### src/rtl/rak_pkg.sv
`timescale 1ns / 1ps
`default_nettype none

package rak_pkg;

  localparam int ID_W       = 31;
  localparam int CNT_W      = 7;
  localparam int POS_W      = 10;
  localparam int QRY_W      = 16;
  localparam int FRAC_W     = 16;
  localparam int REC_W      = FRAC_W + 1;
  localparam int HTOT_W     = 23;
  localparam int HOUT_W     = 22;
  localparam int RSUM_W     = 32;
  localparam int CFG_IDX_W  = 2;
  localparam int CFG_DATA_W = 16;

  localparam logic [CFG_IDX_W-1:0] CFG_TOP_K        = 2'd0;
  localparam logic [CFG_IDX_W-1:0] CFG_GT_PER_QUERY = 2'd1;
  localparam logic [CFG_IDX_W-1:0] CFG_QUERY_COUNT  = 2'd2;

  localparam logic ST_OK          = 1'b0;
  localparam logic ST_SHORT_TRUTH = 1'b1;

  localparam logic MODE_TRUTH     = 1'b0;
  localparam logic MODE_RETRIEVED = 1'b1;

  typedef struct packed {
    logic            valid;
    logic            mark;
    logic [ID_W-1:0] id;
  } rak_link_t;

  typedef struct packed {
    logic              status;
    logic [QRY_W-1:0]  query_index;
    logic [CNT_W-1:0]  hit_count;
    logic [CNT_W-1:0]  unique_truth;
    logic [REC_W-1:0]  recall_fraction;
    logic [HOUT_W-1:0] running_hits;
    logic [RSUM_W-1:0] running_recall_sum;
    logic [QRY_W-1:0]  counted_queries;
    logic              batch_done;
  } rak_res_t;

endpackage

`default_nettype wire

### src/rtl/rak_in_if.sv
`timescale 1ns / 1ps
`default_nettype none

interface rak_in_if import rak_pkg::*; ();
  logic            valid;
  logic            ready;
  logic            mode;
  logic [ID_W-1:0] item_id;

  modport source (output valid, output mode, output item_id, input ready);
  modport sink (input valid, input mode, input item_id, output ready);
endinterface

`default_nettype wire

### src/rtl/rak_out_if.sv
`timescale 1ns / 1ps
`default_nettype none

interface rak_out_if import rak_pkg::*; ();
  logic              valid;
  logic              ready;
  logic              status;
  logic [QRY_W-1:0]  query_index;
  logic [CNT_W-1:0]  hit_count;
  logic [CNT_W-1:0]  unique_truth;
  logic [REC_W-1:0]  recall_fraction;
  logic [HOUT_W-1:0] running_hits;
  logic [RSUM_W-1:0] running_recall_sum;
  logic [QRY_W-1:0]  counted_queries;
  logic              batch_done;

  modport source (
    output valid, output status, output query_index, output hit_count,
    output unique_truth, output recall_fraction, output running_hits,
    output running_recall_sum, output counted_queries, output batch_done,
    input ready
  );
  modport sink (
    input valid, input status, input query_index, input hit_count,
    input unique_truth, input recall_fraction, input running_hits,
    input running_recall_sum, input counted_queries, input batch_done,
    output ready
  );
endinterface

`default_nettype wire

### src/rtl/rak_cfg_if.sv
`timescale 1ns / 1ps
`default_nettype none

interface rak_cfg_if import rak_pkg::*; ();
  logic                  valid;
  logic                  ready;
  logic [CFG_IDX_W-1:0]  index;
  logic [CFG_DATA_W-1:0] data;

  modport source (output valid, output index, output data, input ready);
  modport sink (input valid, input index, input data, output ready);
endinterface

`default_nettype wire

### src/rtl/recall_at_k_counter_unit.sv
// Recall@k counter. Per query, send gt_per_query ground-truth IDs (mode 0) on in_if,
// then top_k retrieved IDs (mode 1). One result item per query leaves on out_if with
// the hit count, unique truth count, Q1.16 recall and the batch running totals.
// Items whose mode does not fit the current phase are dropped without effect.
// cfg_if is always ready; a write to a listed register clears the query and batch.
// Each input item is accepted in S_IDLE; in S_EVAL the row of cells
// compares the ID against all kept truth IDs in parallel and updates the marks.
// After the last retrieved ID, a bit-serial divider computes the recall, and no
// input item is taken until the result is loaded into the output register.
// The output register holds the result while the receiver stalls; new input items
// are accepted meanwhile, and the next result waits until the register is free.
// Reset sets top_k and gt_per_query to 10, query_count to 1 and clears all counts.
`timescale 1ns / 1ps
`default_nettype none

module recall_at_k_counter_unit import rak_pkg::*; #(
  parameter int K_MAX = 64
) (
  input logic      clk,
  input logic      rst_n,
  rak_in_if.sink   in_if,
  rak_out_if.source out_if,
  rak_cfg_if.sink  cfg_if
);

  localparam int KCAP = (K_MAX > ((1 << CNT_W) - 1)) ? ((1 << CNT_W) - 1) : K_MAX;
  localparam logic [CNT_W-1:0] KCAP_V = CNT_W'(KCAP);

  typedef enum logic [1:0] {S_IDLE, S_EVAL, S_DIV, S_OUT} state_t;

  state_t            state_r, state_nxt;
  logic              mode_r;
  logic [ID_W-1:0]   key_r;
  logic [CNT_W-1:0]  top_k_r, top_k_nxt;
  logic [POS_W-1:0]  gpq_r, gpq_nxt;
  logic [QRY_W-1:0]  qcnt_r, qcnt_nxt;
  logic [CNT_W-1:0]  uniq_r, uniq_nxt;
  logic [POS_W-1:0]  tpos_r, tpos_nxt;
  logic [CNT_W-1:0]  rpos_r, rpos_nxt;
  logic [CNT_W-1:0]  hits_r, hits_nxt;
  logic [QRY_W-1:0]  qidx_r, qidx_nxt;
  logic [HTOT_W-1:0] htot_r, htot_nxt, htot_upd;
  logic [RSUM_W-1:0] rtot_r, rtot_nxt, rtot_upd;
  logic [QRY_W-1:0]  nonempty_r, nonempty_nxt, nonempty_upd;
  logic              out_valid_r, out_valid_nxt;
  rak_res_t          out_r, out_nxt;

  logic              in_acc;
  logic              cfg_wr;
  logic              load;
  logic              clear_query;
  logic              cell_clear;
  logic [CNT_W-1:0]  k_eff;
  logic              truth_phase;
  logic              any_hit;
  logic              new_hit;
  logic              do_shift;
  logic              retr;
  logic              final_item;
  logic              err;
  logic              last;
  logic              div_done;
  logic [REC_W-1:0]  div_quot;
  logic [CNT_W-1:0]  div_hits;
  logic [CNT_W-1:0]  div_uniq;
  logic [K_MAX-1:0]  hit_vec;
  logic [K_MAX-1:0]  mark_vec;
  rak_link_t         head;
  rak_link_t         link [K_MAX];

  assign in_acc = in_if.valid && in_if.ready;
  assign cfg_wr = cfg_if.valid && cfg_if.ready &&
                  ((cfg_if.index == CFG_TOP_K) || (cfg_if.index == CFG_GT_PER_QUERY) ||
                   (cfg_if.index == CFG_QUERY_COUNT));

  assign in_if.ready  = (state_r == S_IDLE);
  assign cfg_if.ready = 1'b1;

  assign k_eff = (top_k_r == '0) ? CNT_W'(1) : ((top_k_r > KCAP_V) ? KCAP_V : top_k_r);
  assign truth_phase = (tpos_r < gpq_r);
  assign err  = (gpq_r < POS_W'(k_eff));
  assign last = (qidx_r == (qcnt_r - QRY_W'(1)));

  assign any_hit = |hit_vec;
  assign new_hit = |(hit_vec & ~mark_vec);

  assign do_shift = (state_r == S_EVAL) && truth_phase && (mode_r == MODE_TRUTH) &&
                    (tpos_r < POS_W'(k_eff)) && !any_hit && (uniq_r < KCAP_V);
  assign retr = (state_r == S_EVAL) && !truth_phase && (mode_r == MODE_RETRIEVED);
  assign final_item = retr && (({1'b0, rpos_r} + (CNT_W + 1)'(1)) >= {1'b0, k_eff});

  assign div_hits = err ? '0 : (hits_r + CNT_W'(new_hit));
  assign div_uniq = err ? '0 : uniq_r;

  assign load = (state_r == S_OUT) && (!out_valid_r || out_if.ready);
  assign cell_clear = clear_query || cfg_wr;

  assign htot_upd = err ? htot_r : (htot_r + HTOT_W'(hits_r));
  assign rtot_upd = err ? rtot_r : (rtot_r + RSUM_W'(div_quot));
  assign nonempty_upd = (err || (uniq_r == '0)) ? nonempty_r : (nonempty_r + QRY_W'(1));

  assign head = '{valid: 1'b1, mark: 1'b0, id: key_r};

  for (genvar i = 0; i < K_MAX; i++) begin : g_cell
    rak_cell u_cell (
      .clk      (clk),
      .rst_n    (rst_n),
      .clear    (cell_clear),
      .shift    (do_shift),
      .mark_en  (retr),
      .key      (key_r),
      .link_in  ((i == 0) ? head : link[(i == 0) ? 0 : i - 1]),
      .link_out (link[i]),
      .hit      (hit_vec[i])
    );
    assign mark_vec[i] = link[i].mark;
  end

  rak_div u_div (
    .clk      (clk),
    .rst_n    (rst_n),
    .start    (final_item),
    .dividend (div_hits),
    .divisor  (div_uniq),
    .done     (div_done),
    .quotient (div_quot)
  );

  always_comb begin
    state_nxt     = state_r;
    top_k_nxt     = top_k_r;
    gpq_nxt       = gpq_r;
    qcnt_nxt      = qcnt_r;
    uniq_nxt      = uniq_r;
    tpos_nxt      = tpos_r;
    rpos_nxt      = rpos_r;
    hits_nxt      = hits_r;
    qidx_nxt      = qidx_r;
    htot_nxt      = htot_r;
    rtot_nxt      = rtot_r;
    nonempty_nxt  = nonempty_r;
    out_valid_nxt = out_valid_r && !out_if.ready;
    out_nxt       = out_r;
    clear_query   = 1'b0;

    unique case (state_r)
      S_IDLE: begin
        if (in_acc) begin
          state_nxt = S_EVAL;
        end
      end
      S_EVAL: begin
        state_nxt = S_IDLE;
        if (truth_phase) begin
          if (mode_r == MODE_TRUTH) begin
            tpos_nxt = tpos_r + POS_W'(1);
          end
          if (do_shift) begin
            uniq_nxt = uniq_r + CNT_W'(1);
          end
        end else if (mode_r == MODE_RETRIEVED) begin
          if (new_hit) begin
            hits_nxt = hits_r + CNT_W'(1);
          end
          rpos_nxt = rpos_r + CNT_W'(1);
          if (final_item) begin
            state_nxt = S_DIV;
          end
        end
      end
      S_DIV: begin
        if (div_done) begin
          state_nxt = S_OUT;
        end
      end
      S_OUT: begin
        if (load) begin
          out_valid_nxt              = 1'b1;
          out_nxt.status             = err ? ST_SHORT_TRUTH : ST_OK;
          out_nxt.query_index        = qidx_r;
          out_nxt.hit_count          = err ? '0 : hits_r;
          out_nxt.unique_truth       = err ? '0 : uniq_r;
          out_nxt.recall_fraction    = div_quot;
          out_nxt.running_hits       = htot_upd[HOUT_W-1:0];
          out_nxt.running_recall_sum = rtot_upd;
          out_nxt.counted_queries    = nonempty_upd;
          out_nxt.batch_done         = last;
          clear_query                = 1'b1;
          if (last) begin
            qidx_nxt     = '0;
            htot_nxt     = '0;
            rtot_nxt     = '0;
            nonempty_nxt = '0;
          end else begin
            qidx_nxt     = qidx_r + QRY_W'(1);
            htot_nxt     = htot_upd;
            rtot_nxt     = rtot_upd;
            nonempty_nxt = nonempty_upd;
          end
          state_nxt = S_IDLE;
        end
      end
    endcase

    if (clear_query) begin
      uniq_nxt = '0;
      tpos_nxt = '0;
      rpos_nxt = '0;
      hits_nxt = '0;
    end

    if (cfg_wr) begin
      unique case (cfg_if.index)
        CFG_TOP_K:        top_k_nxt = cfg_if.data[CNT_W-1:0];
        CFG_GT_PER_QUERY: gpq_nxt   = cfg_if.data[POS_W-1:0];
        default:          qcnt_nxt  = cfg_if.data[QRY_W-1:0];
      endcase
      uniq_nxt     = '0;
      tpos_nxt     = '0;
      rpos_nxt     = '0;
      hits_nxt     = '0;
      qidx_nxt     = '0;
      htot_nxt     = '0;
      rtot_nxt     = '0;
      nonempty_nxt = '0;
      state_nxt    = S_IDLE;
    end
  end

  always_ff @(posedge clk) begin
    if (!rst_n) begin
      state_r     <= S_IDLE;
      top_k_r     <= CNT_W'(10);
      gpq_r       <= POS_W'(10);
      qcnt_r      <= QRY_W'(1);
      uniq_r      <= '0;
      tpos_r      <= '0;
      rpos_r      <= '0;
      hits_r      <= '0;
      qidx_r      <= '0;
      htot_r      <= '0;
      rtot_r      <= '0;
      nonempty_r  <= '0;
      out_valid_r <= 1'b0;
    end else begin
      state_r     <= state_nxt;
      top_k_r     <= top_k_nxt;
      gpq_r       <= gpq_nxt;
      qcnt_r      <= qcnt_nxt;
      uniq_r      <= uniq_nxt;
      tpos_r      <= tpos_nxt;
      rpos_r      <= rpos_nxt;
      hits_r      <= hits_nxt;
      qidx_r      <= qidx_nxt;
      htot_r      <= htot_nxt;
      rtot_r      <= rtot_nxt;
      nonempty_r  <= nonempty_nxt;
      out_valid_r <= out_valid_nxt;
      out_r       <= out_nxt;
    end
  end

  always_ff @(posedge clk) begin
    if (in_acc) begin
      mode_r <= in_if.mode;
      key_r  <= in_if.item_id;
    end
  end

  assign out_if.valid              = out_valid_r;
  assign out_if.status             = out_r.status;
  assign out_if.query_index        = out_r.query_index;
  assign out_if.hit_count          = out_r.hit_count;
  assign out_if.unique_truth       = out_r.unique_truth;
  assign out_if.recall_fraction    = out_r.recall_fraction;
  assign out_if.running_hits       = out_r.running_hits;
  assign out_if.running_recall_sum = out_r.running_recall_sum;
  assign out_if.counted_queries    = out_r.counted_queries;
  assign out_if.batch_done         = out_r.batch_done;

  a_uniq_le_k: assert property (@(posedge clk) disable iff (!rst_n)
    uniq_r <= k_eff)
    else $error("Kept truth count exceeds the effective k.");

  a_hits_le_uniq: assert property (@(posedge clk) disable iff (!rst_n)
    hits_r <= uniq_r)
    else $error("Hit count exceeds the kept truth count.");

  a_out_from_load: assert property (@(posedge clk) disable iff (!rst_n)
    $rose(out_valid_r) |-> $past(state_r == S_OUT))
    else $error("Result item appeared without a load from the output state.");

  a_batch_wrap: assert property (@(posedge clk) disable iff (!rst_n)
    (load && last) |=> (qidx_r == '0) && (htot_r == '0) && (rtot_r == '0))
    else $error("Batch totals not cleared after the last query.");

endmodule

`default_nettype wire

### src/rtl/rak_cell.sv
`timescale 1ns / 1ps
`default_nettype none

module rak_cell import rak_pkg::*; (
  input  logic            clk,
  input  logic            rst_n,
  input  logic            clear,
  input  logic            shift,
  input  logic            mark_en,
  input  logic [ID_W-1:0] key,
  input  rak_link_t       link_in,
  output rak_link_t       link_out,
  output logic            hit
);

  logic            valid_r;
  logic            valid_nxt;
  logic            mark_r;
  logic            mark_nxt;
  logic [ID_W-1:0] id_r;

  assign hit = valid_r && (id_r == key);

  always_comb begin
    valid_nxt = valid_r;
    mark_nxt  = mark_r;
    if (clear) begin
      valid_nxt = 1'b0;
      mark_nxt  = 1'b0;
    end else if (shift) begin
      valid_nxt = link_in.valid;
      mark_nxt  = link_in.mark;
    end else if (mark_en && hit) begin
      mark_nxt = 1'b1;
    end
  end

  always_ff @(posedge clk) begin
    if (!rst_n) begin
      valid_r <= 1'b0;
      mark_r  <= 1'b0;
    end else begin
      valid_r <= valid_nxt;
      mark_r  <= mark_nxt;
    end
  end

  always_ff @(posedge clk) begin
    if (shift) begin
      id_r <= link_in.id;
    end
  end

  assign link_out = '{valid: valid_r, mark: mark_r, id: id_r};

endmodule

`default_nettype wire

### src/rtl/rak_div.sv
`timescale 1ns / 1ps
`default_nettype none

module rak_div import rak_pkg::*; (
  input  logic             clk,
  input  logic             rst_n,
  input  logic             start,
  input  logic [CNT_W-1:0] dividend,
  input  logic [CNT_W-1:0] divisor,
  output logic             done,
  output logic [REC_W-1:0] quotient
);

  localparam int STEP_W = $clog2(FRAC_W);

  logic              busy_r;
  logic              done_r;
  logic [STEP_W-1:0] step_r;
  logic [CNT_W-1:0]  rem_r;
  logic [CNT_W-1:0]  dvs_r;
  logic [REC_W-1:0]  quot_r;
  logic [CNT_W:0]    rem2;
  logic              take;
  logic              whole;

  // The dividend never exceeds the divisor, so the integer bit is set only on equality.
  assign whole = (divisor != '0) && (dividend == divisor);
  assign rem2  = {rem_r, 1'b0};
  assign take  = (dvs_r != '0) && (rem2 >= {1'b0, dvs_r});

  always_ff @(posedge clk) begin
    if (!rst_n) begin
      busy_r <= 1'b0;
      done_r <= 1'b0;
      step_r <= '0;
    end else begin
      done_r <= 1'b0;
      if (start) begin
        busy_r <= 1'b1;
        step_r <= '0;
      end else if (busy_r) begin
        step_r <= step_r + STEP_W'(1);
        if (step_r == STEP_W'(FRAC_W - 1)) begin
          busy_r <= 1'b0;
          done_r <= 1'b1;
        end
      end
    end
  end

  always_ff @(posedge clk) begin
    if (start) begin
      dvs_r  <= divisor;
      rem_r  <= (whole || (divisor == '0)) ? '0 : dividend;
      quot_r <= {whole, {FRAC_W{1'b0}}};
    end else if (busy_r) begin
      rem_r  <= take ? CNT_W'(rem2 - {1'b0, dvs_r}) : rem2[CNT_W-1:0];
      quot_r <= {quot_r[FRAC_W], quot_r[FRAC_W-2:0], take};
    end
  end

  assign done     = done_r;
  assign quotient = quot_r;

endmodule

`default_nettype wire
### src/flat_wrapper.sv
// flat-port wrapper written by rule: the top's interface ports become plain ports
module recall_at_k_counter_unit_flat import rak_pkg::*;
#(
  parameter int K_MAX = 64
)
  (clk, rst_n, in_if_valid, in_if_mode, in_if_item_id, in_if_ready, out_if_valid, out_if_status, out_if_query_index, out_if_hit_count, out_if_unique_truth, out_if_recall_fraction, out_if_running_hits, out_if_running_recall_sum, out_if_counted_queries, out_if_batch_done, out_if_ready, cfg_if_valid, cfg_if_index, cfg_if_data, cfg_if_ready);
  rak_in_if in_if_i ();
  rak_out_if out_if_i ();
  rak_cfg_if cfg_if_i ();
  input logic clk;
  input logic rst_n;
  input wire logic [$bits(in_if_i.valid)-1:0] in_if_valid;
  input wire logic [$bits(in_if_i.mode)-1:0] in_if_mode;
  input wire logic [$bits(in_if_i.item_id)-1:0] in_if_item_id;
  output wire logic [$bits(in_if_i.ready)-1:0] in_if_ready;
  output wire logic [$bits(out_if_i.valid)-1:0] out_if_valid;
  output wire logic [$bits(out_if_i.status)-1:0] out_if_status;
  output wire logic [$bits(out_if_i.query_index)-1:0] out_if_query_index;
  output wire logic [$bits(out_if_i.hit_count)-1:0] out_if_hit_count;
  output wire logic [$bits(out_if_i.unique_truth)-1:0] out_if_unique_truth;
  output wire logic [$bits(out_if_i.recall_fraction)-1:0] out_if_recall_fraction;
  output wire logic [$bits(out_if_i.running_hits)-1:0] out_if_running_hits;
  output wire logic [$bits(out_if_i.running_recall_sum)-1:0] out_if_running_recall_sum;
  output wire logic [$bits(out_if_i.counted_queries)-1:0] out_if_counted_queries;
  output wire logic [$bits(out_if_i.batch_done)-1:0] out_if_batch_done;
  input wire logic [$bits(out_if_i.ready)-1:0] out_if_ready;
  input wire logic [$bits(cfg_if_i.valid)-1:0] cfg_if_valid;
  input wire logic [$bits(cfg_if_i.index)-1:0] cfg_if_index;
  input wire logic [$bits(cfg_if_i.data)-1:0] cfg_if_data;
  output wire logic [$bits(cfg_if_i.ready)-1:0] cfg_if_ready;
  assign in_if_i.valid = in_if_valid;
  assign in_if_i.mode = in_if_mode;
  assign in_if_i.item_id = in_if_item_id;
  assign in_if_ready = in_if_i.ready;
  assign out_if_valid = out_if_i.valid;
  assign out_if_status = out_if_i.status;
  assign out_if_query_index = out_if_i.query_index;
  assign out_if_hit_count = out_if_i.hit_count;
  assign out_if_unique_truth = out_if_i.unique_truth;
  assign out_if_recall_fraction = out_if_i.recall_fraction;
  assign out_if_running_hits = out_if_i.running_hits;
  assign out_if_running_recall_sum = out_if_i.running_recall_sum;
  assign out_if_counted_queries = out_if_i.counted_queries;
  assign out_if_batch_done = out_if_i.batch_done;
  assign out_if_i.ready = out_if_ready;
  assign cfg_if_i.valid = cfg_if_valid;
  assign cfg_if_i.index = cfg_if_index;
  assign cfg_if_i.data = cfg_if_data;
  assign cfg_if_ready = cfg_if_i.ready;
  recall_at_k_counter_unit #(.K_MAX(K_MAX)) u_core (.clk(clk), .rst_n(rst_n), .in_if(in_if_i), .out_if(out_if_i), .cfg_if(cfg_if_i));
endmodule
### config.mk
export PLATFORM = sky130hd
export DESIGN_NAME = recall_at_k_counter_unit_flat
export DESIGN_NICKNAME = d
export VERILOG_FILES = /design/src/rtl/rak_pkg.sv /design/src/rtl/rak_in_if.sv /design/src/rtl/rak_out_if.sv /design/src/rtl/rak_cfg_if.sv /design/src/rtl/recall_at_k_counter_unit.sv /design/src/rtl/rak_cell.sv /design/src/rtl/rak_div.sv /design/src/flat_wrapper.sv
export SDC_FILE = /design/constraint.sdc
export NUM_CORES = 2
export LEC_CHECK = 0
export ABC_AREA = 1
export BUFFER_PORTS_ARGS = -buffer_cell sky130_fd_sc_hd__buf_4
export CAP_MARGIN = 10
export CORE_MARGIN = 1.5
export CORE_UTILIZATION = 37
export CTS_BUF_LIST = sky130_fd_sc_hd__clkbuf_2 sky130_fd_sc_hd__clkbuf_4 sky130_fd_sc_hd__clkbuf_8
export DETAILED_ROUTE_END_ITERATION = 16
export PLACE_DENSITY = 0.54
export SYNTH_ARGS = -nofsm -noshare
export SYNTH_HDL_FRONTEND = slang
export SYNTH_SLANG_ARGS = --single-unit
### constraint.sdc
create_clock -name clk -period 35.7 [get_ports clk]
set_input_delay 7.14 -clock clk [delete_from_list [all_inputs] [get_ports clk]]
set_output_delay 7.14 -clock clk [all_outputs]
set_load 0.05 [all_outputs]
# Yosys cells after proc, flatten, opt, wreduce, memory -nomap -nowiden
# Cells that the tools add are included.
# word_totals
regBits,2454
latchBits,0
ram_bits,0
romBits,0
input_bits,55
output_inout_bits,122
elab_cells,729
memories,0
# op_classes
n_addsub,13
mul,0
n_div,0
n_lt_le_gt_ge,7
n_eq_ne,76
n_shift,0
muxes,159
n_bitwise,7
reduce_logical,243
# op_table
op,n
== test 31 bit,64
logical AND 1 bit,142
2-to-1 mux 1 bit,135
nonzero test 2 bit,64
OR reduction 64 bit,2
AND 64 bit,1
2-to-1 mux 16 bit,4
2-to-1 mux 32 bit,2
NOT 64 bit,1
2-to-1 mux 7 bit,8
2-to-1 mux 23 bit,2
"adder 16 x 1 -> 16 bit, second input constant",2
adder 32 x 17 -> 32 bit,1
adder 23 x 7 -> 23 bit,1
"adder 7 x 1 -> 7 bit, second input constant",3
logical NOT 7 bit,3
less-than comparator 10 x 7 -> 1 bit,2
AND reduction 3 bit,6
2-to-1 mux 17 bit,1
== test 16 bit,1
>= comparator 8 x 7 -> 1 bit,2
"subtractor 16 x 1 -> 16 bit, second input constant",1
nonzero test 7 bit,2
2-to-1 mux 2 bit,6
other kinds (23),49

# Depth between registers and ports, before layout
# depth
word_depth,11
mapped_depth,29

# Cells and area by module
# A second synthesis with hierarchy kept.
# unflattened
hier_cells,16015
area_unflattened_um2,128144.2
# by_module_without_submodules
mod,n_inst,cells_each,area_per_inst_um2
rak_cell,64,211,1697.9
recall_at_k_counter_unit,1,2277,17541.8
rak_div,1,234,1938.1

# Worst setup path before layout
# OpenSTA, ideal clock, no wires.
# synth_timing
path_type,register to register
from,register u_core.gpq_r[5]
to,register u_core.g_cell[53].u_cell.valid_r
setup_time_ns,0.987
arrival_ns,25.419
required_ns,34.713
setup_slack_ns,9.294
stages_incl_launch_ff,13
synth_period_minus_slack_ns,26.406
path_cell_list,dfxtp_1 inv_1 ha_1 a21oi_1 o21ai_0 a21oi_1 nand2_1 nor3_1 nand4_1 nor2_4 buf_2 buf_2 a21oi_1
# synth_between
elab_chain_len,6
# synth_lines
item,line_no,text
"start, declared",recall_at_k_counter_unit.sv:35,"logic [POS_W-1:0] gpq_r, gpq_nxt;"
"start signal, assigned",recall_at_k_counter_unit.sv:248,gpq_r <= gpq_nxt;
less-than comparator 10 bit,recall_at_k_counter_unit.sv:80,assign truth_phase = (tpos_r < gpq_r);
logical AND 1 bit (3 in a row),recall_at_k_counter_unit.sv:87,assign do_shift = (state_r == S_EVAL) && truth_phase && (mode_r == MODE_TRUTH) &&
logical AND 1 bit (2 in a row),recall_at_k_counter_unit.sv:88,(tpos_r < POS_W'(k_eff)) && !any_hit && (uniq_r < KCAP_V);
via u_core.do_shift,recall_at_k_counter_unit.sv:57,logic do_shift;
"end signal, assigned",rak_cell.sv:43,valid_r <= valid_nxt;
"end, declared",rak_cell.sv:16,logic valid_r;
# The timed path passes the listed nets, and every way through them passes these cells.
# A chain may end at the register's enable or synchronous reset.

# Final worst setup path
# layout_timing
from,input rst_n
to,register u_core.nonempty_r[13]
# layout_between
elab_chain_len,2
# layout_lines
item,line_no,text
"start, declared",flat_wrapper.sv:11,input logic rst_n;
NOT 1 bit (no source line),-,
OR reduction 2 bit (no source line),-,
"end signal, assigned",recall_at_k_counter_unit.sv:257,nonempty_r <= nonempty_nxt;
"end, declared",recall_at_k_counter_unit.sv:44,"logic [QRY_W-1:0] nonempty_r, nonempty_nxt, nonempty_upd;"
# Every way passes these cells.

==> impl_metrics.csv <==
group,metric,value,unit
status,run_status,"finished clean",
cells_and_area,layout.cells.most_common_list,"nand2_1, edfxtp_1, inv_1",
global_route,grt_util_all_layers,25.92,%
cells_and_area,layout-area-overhead-vs-synth,12.59,%
floorplanning,ios,177,
placement,place.port_buffers,175,
yosys,ys_dominant_reg_cell,"edfxtp_1",
clock_tree,cts.reportedPaths.clkPinSlew,0.06,ns
placement,post-place-ws,24.95,ns
power_and_ir_drop,power_density,50.10,nW/µm²
floorplanning,initial_utilization,37.17,%
floorplanning,std_cell_rows,203,
hold_path,worst_hold_path_type,"flip-flop to flip-flop",
route,wl_met3,41280,µm
clock_tree,clk_latency,1.14,ns
timing,hold_violations_final,0,
clock_tree,cts.repair.resized,0,
global_route,grt.overflow.total,0,
route,route.antenna.remaining_nets,0,
yosys,ys_seq_elements,2453,
route,route.vias.total,85830,
cells_and_area,leading_cell_type_in_the_layout_fill_and_taps_excluded,"nand2_1",
critical_path,crit_top_cell,"inv_2",
cells_and_area,final_net_count,12180,
clock_tree,numCtsBuffers,420,
global_route,initial_antenna_violation_count,20,
route,wire_per_inst,24.99,µm
critical_path,worstPathRequired,36.65,ns
timing,max-slew-margin-rel,13.69,%
cells_and_area,final-instance-count-excl-fill,16520,
clock_tree,cts_root_buf,"clkbuf_8",
clock_tree,cts_tree,"yes",
yosys,register_area_share_after_synthesis,62.19,%
route,detailedRoute.firstIterationViolations,11450,
route,dr.max_layer_used,"met5",
timing,post-route-period-util,27.41,%
flow_run,max_cap_viol_count,0,
global_route,largest_net_degree_at_the_start_of_global_routing,200,
route,drcViolationCount,0,
critical_path,worstPathArrival,10.74,ns
yosys,synth_edf_count,2150,
floorplanning,fp.coreArea,305600,µm²
critical_path,endpoint_kind,"flip-flop",
route,met2_length,183300,µm
timing,final.min_clock_period,9.787,ns
critical_path,criticalPathCategory,"input port to flip-flop",
timing,grt_setup_unrepaired,"false",
clock_tree,cts_hold_buffers,0,
yosys,synth_cells,11730,
route,drt-total-wl,412800,µm
power_and_ir_drop,worst_ir_drop_vdd,30.19,µV
timing,smallest_setup_slack_after_layout,25.91,ns
timing,worst_pin_slew,1.295,ns
cells_and_area,fill_cells,29320,
yosys,synth.cell_area,113600,µm²
timing,fmax,102.2,MHz
critical_path,critical_path.slowest_cell,"inv_2",
clock_tree,cts-root-to-sink-buffers,4,
clock_tree,tritoncts_num_sinks,2453,
critical_path,crit_path_cell_trace,"buf_4 -> inv_1 -> nor2_1 -> inv_2 -> nor2_4 -> buf_12 -> inv_2 -> o21ai_0",
cells_and_area,ratio_of_cells_with_drive_above_1_in_the_final_layout,9.148,%
global_route,grt_pass1_vias,80800,
placement,gp_congestion,0.9107,
timing,setup_violations,0,
placement,placed_cells,15730,
timing,final-max-slew-violation-count,0,
timing,timing.clock.skew,0.1133,ns
placement,dp_hpwl,267400,µm
yosys,synth-async-reset-ratio,0,%
yosys,netlist-cell-type-count,49,
floorplanning,floorplan.die.width,557.0,µm
route,drt_pass1_iterations,6,
global_route,grt_first_pass_wirelength,581200,µm
critical_path,critical_path_startpoint_category,"input port",
yosys,syn_avg_cell_area,9.684,µm²
clock_tree,buffers_inserted_by_post_cts_timing_repair,0,
floorplanning,full_die_area,310300,µm²
critical_path,worstPathMaxFanout,154,
route,wirelength_met1,169000,µm
power_and_ir_drop,design_power_total,6.406,mW
critical_path,timing.critical_path.slowest_cell_delay,0.68,ns
timing,timing.setup.tns,0,ns
yosys,mappedNetlistNets,11860,
route,avg_vias_per_cell,5.196,
yosys,synth_warnings,0,
floorplanning,dieHeight,557.0,µm
clock_tree,htreeDepth,5,
power_and_ir_drop,p_leak,50.42,nW
-- critical path: cells and delay by family --
family | cells | cell delay (ns)
AO/OA/AOI/OAI | 1 | 0.35
AND/OR/NAND/NOR | 2 | 0.87
buffers and inverters | 5 | 1.96
-- area by class of cell --
type	instances	area, µm²	area share, %
multi-input combinational	7184	34420	26.92
sequential	2453	70630	55.24
antenna	10	25.02	0.01957
tap	4100	5130	4.012
inverter	1647	6215	4.860
clock buffer	630	7564	5.915
clock inverter	147	1115	0.8719
timing repair buffer	346	2773	2.168
-- layer usage --
metal	vias to the layer above	track usage, %
li1	38480	-
met1	41750	35.38
met2	4669	40.11
met3	922	5.063
met4	6	11.04
met5	-	0
-- final timing paths --
kind | cells past startpoint | slack, ns | startpoint | end
max reg2reg | 22 | 26.16 | u_core.key_r[28]$_DFFE_PP_ | u_core.g_cell[20].u_cell.mark_r$_SDFFE_PP0P_
min reg2reg | 0 | 0.44 | u_core.g_cell[6].u_cell.id_r[28]$_DFFE_PP_ | u_core.g_cell[7].u_cell.id_r[28]$_DFFE_PP_
max | 8 | 25.91 | rst_n | u_core.nonempty_r[13]$_SDFFE_PP0P_
min | 0 | 0.44 | u_core.g_cell[6].u_cell.id_r[28]$_DFFE_PP_ | u_core.g_cell[7].u_cell.id_r[28]$_DFFE_PP_
-- Yosys cell counts (all sizes together) (2+ instances only) --
cell type / number / area (µm²)
o211ai: 40 / 305.3
a21o: 4 / 30.03
and2: 6 / 37.54
a21boi: 4 / 30.03
o21a: 6 / 45.04
o31ai: 3 / 22.52
o22ai: 3 / 18.77
nor3b: 3 / 22.52
o21bai: 3 / 22.52
a211oi: 7 / 52.55
clkbuf: 101 / 380.4
o21ai: 400 / 2002
fa: 3 / 60.06
edfxtp: 2150 / 64560
and3: 3 / 18.77
dfxtp: 303 / 6066
inv: 1645 / 6175
nor3: 61 / 305.3
a21oi: 202 / 1011
clkinv: 2 / 7.510
nor2: 1019 / 3835
xor2: 80 / 700.7
nand3b: 2 / 15.01
nand3: 204 / 1021
or2: 66 / 412.9
nor4: 19 / 125.1
a31oi: 10 / 62.56
xnor2: 699 / 6122
buf: 342 / 2001
ha: 70 / 875.8
nand4: 474 / 2965
nand2: 3788 / 14220
-- sequential cells by signal, indices dropped and copies added (netlist names), 10 cells and up, named ones only --
name / cells
u_core.g_cell.u_cell.id_r: 1984
u_core.qcnt_r: 16
u_core.out_if.recall_fraction: 17
u_core.tpos_r: 10
u_core.out_if.running_recall_sum: 32
u_core.out_if.query_index: 16
u_core.htot_r: 22
u_core.rtot_r: 32
u_core.nonempty_r: 16
u_core.g_cell.u_cell.mark_r: 64
u_core.gpq_r: 10
u_core.out_if.running_hits: 22
u_core.u_div.quotient: 17
u_core.out_if.counted_queries: 16
u_core.g_cell.u_cell.valid_r: 64
u_core.qidx_r: 16
u_core.key_r: 31
-- report_power, final --
group | leakage [nW] | switching [mW] | internal [mW]
Clock | 4.63 | 1.22 | 1.45
Combinational | 25.3 | 0.374 | 0.128
Sequential | 20.5 | 0.0555 | 3.17
Total | 50.4 | 1.65 | 4.75
-- through the flow --
stage	instance area [µm²]	hold WS, ns	utilization, %
3_3_place_gp	119200	0.4419	39.00
6_report	127900	0.4409	41.85
3_5_place_dp	119200	0.4402	39.00
2_1_floorplan	113600	0.4206	-
4_1_cts	127800	0.4390	41.84
5_1_grt	127900	0.4559	41.84
-- cells by family (layout without fill, tap and decap cells) --
kind of cell    count (synthesis)  count (layout)  share of synthesized area, %
fa+ha+maj                      73              73                        0.8241
flops                        2453            2453                         62.19
compound gates                686             686                         3.204
other cells                     1              11                      0.003302
buf+inv                      2090            2770                         7.540
simple gates                 5645            5645                         20.23
xor+xnor                      779             779                         6.008
Note: power is estimated with default switching activity, not from simulation.
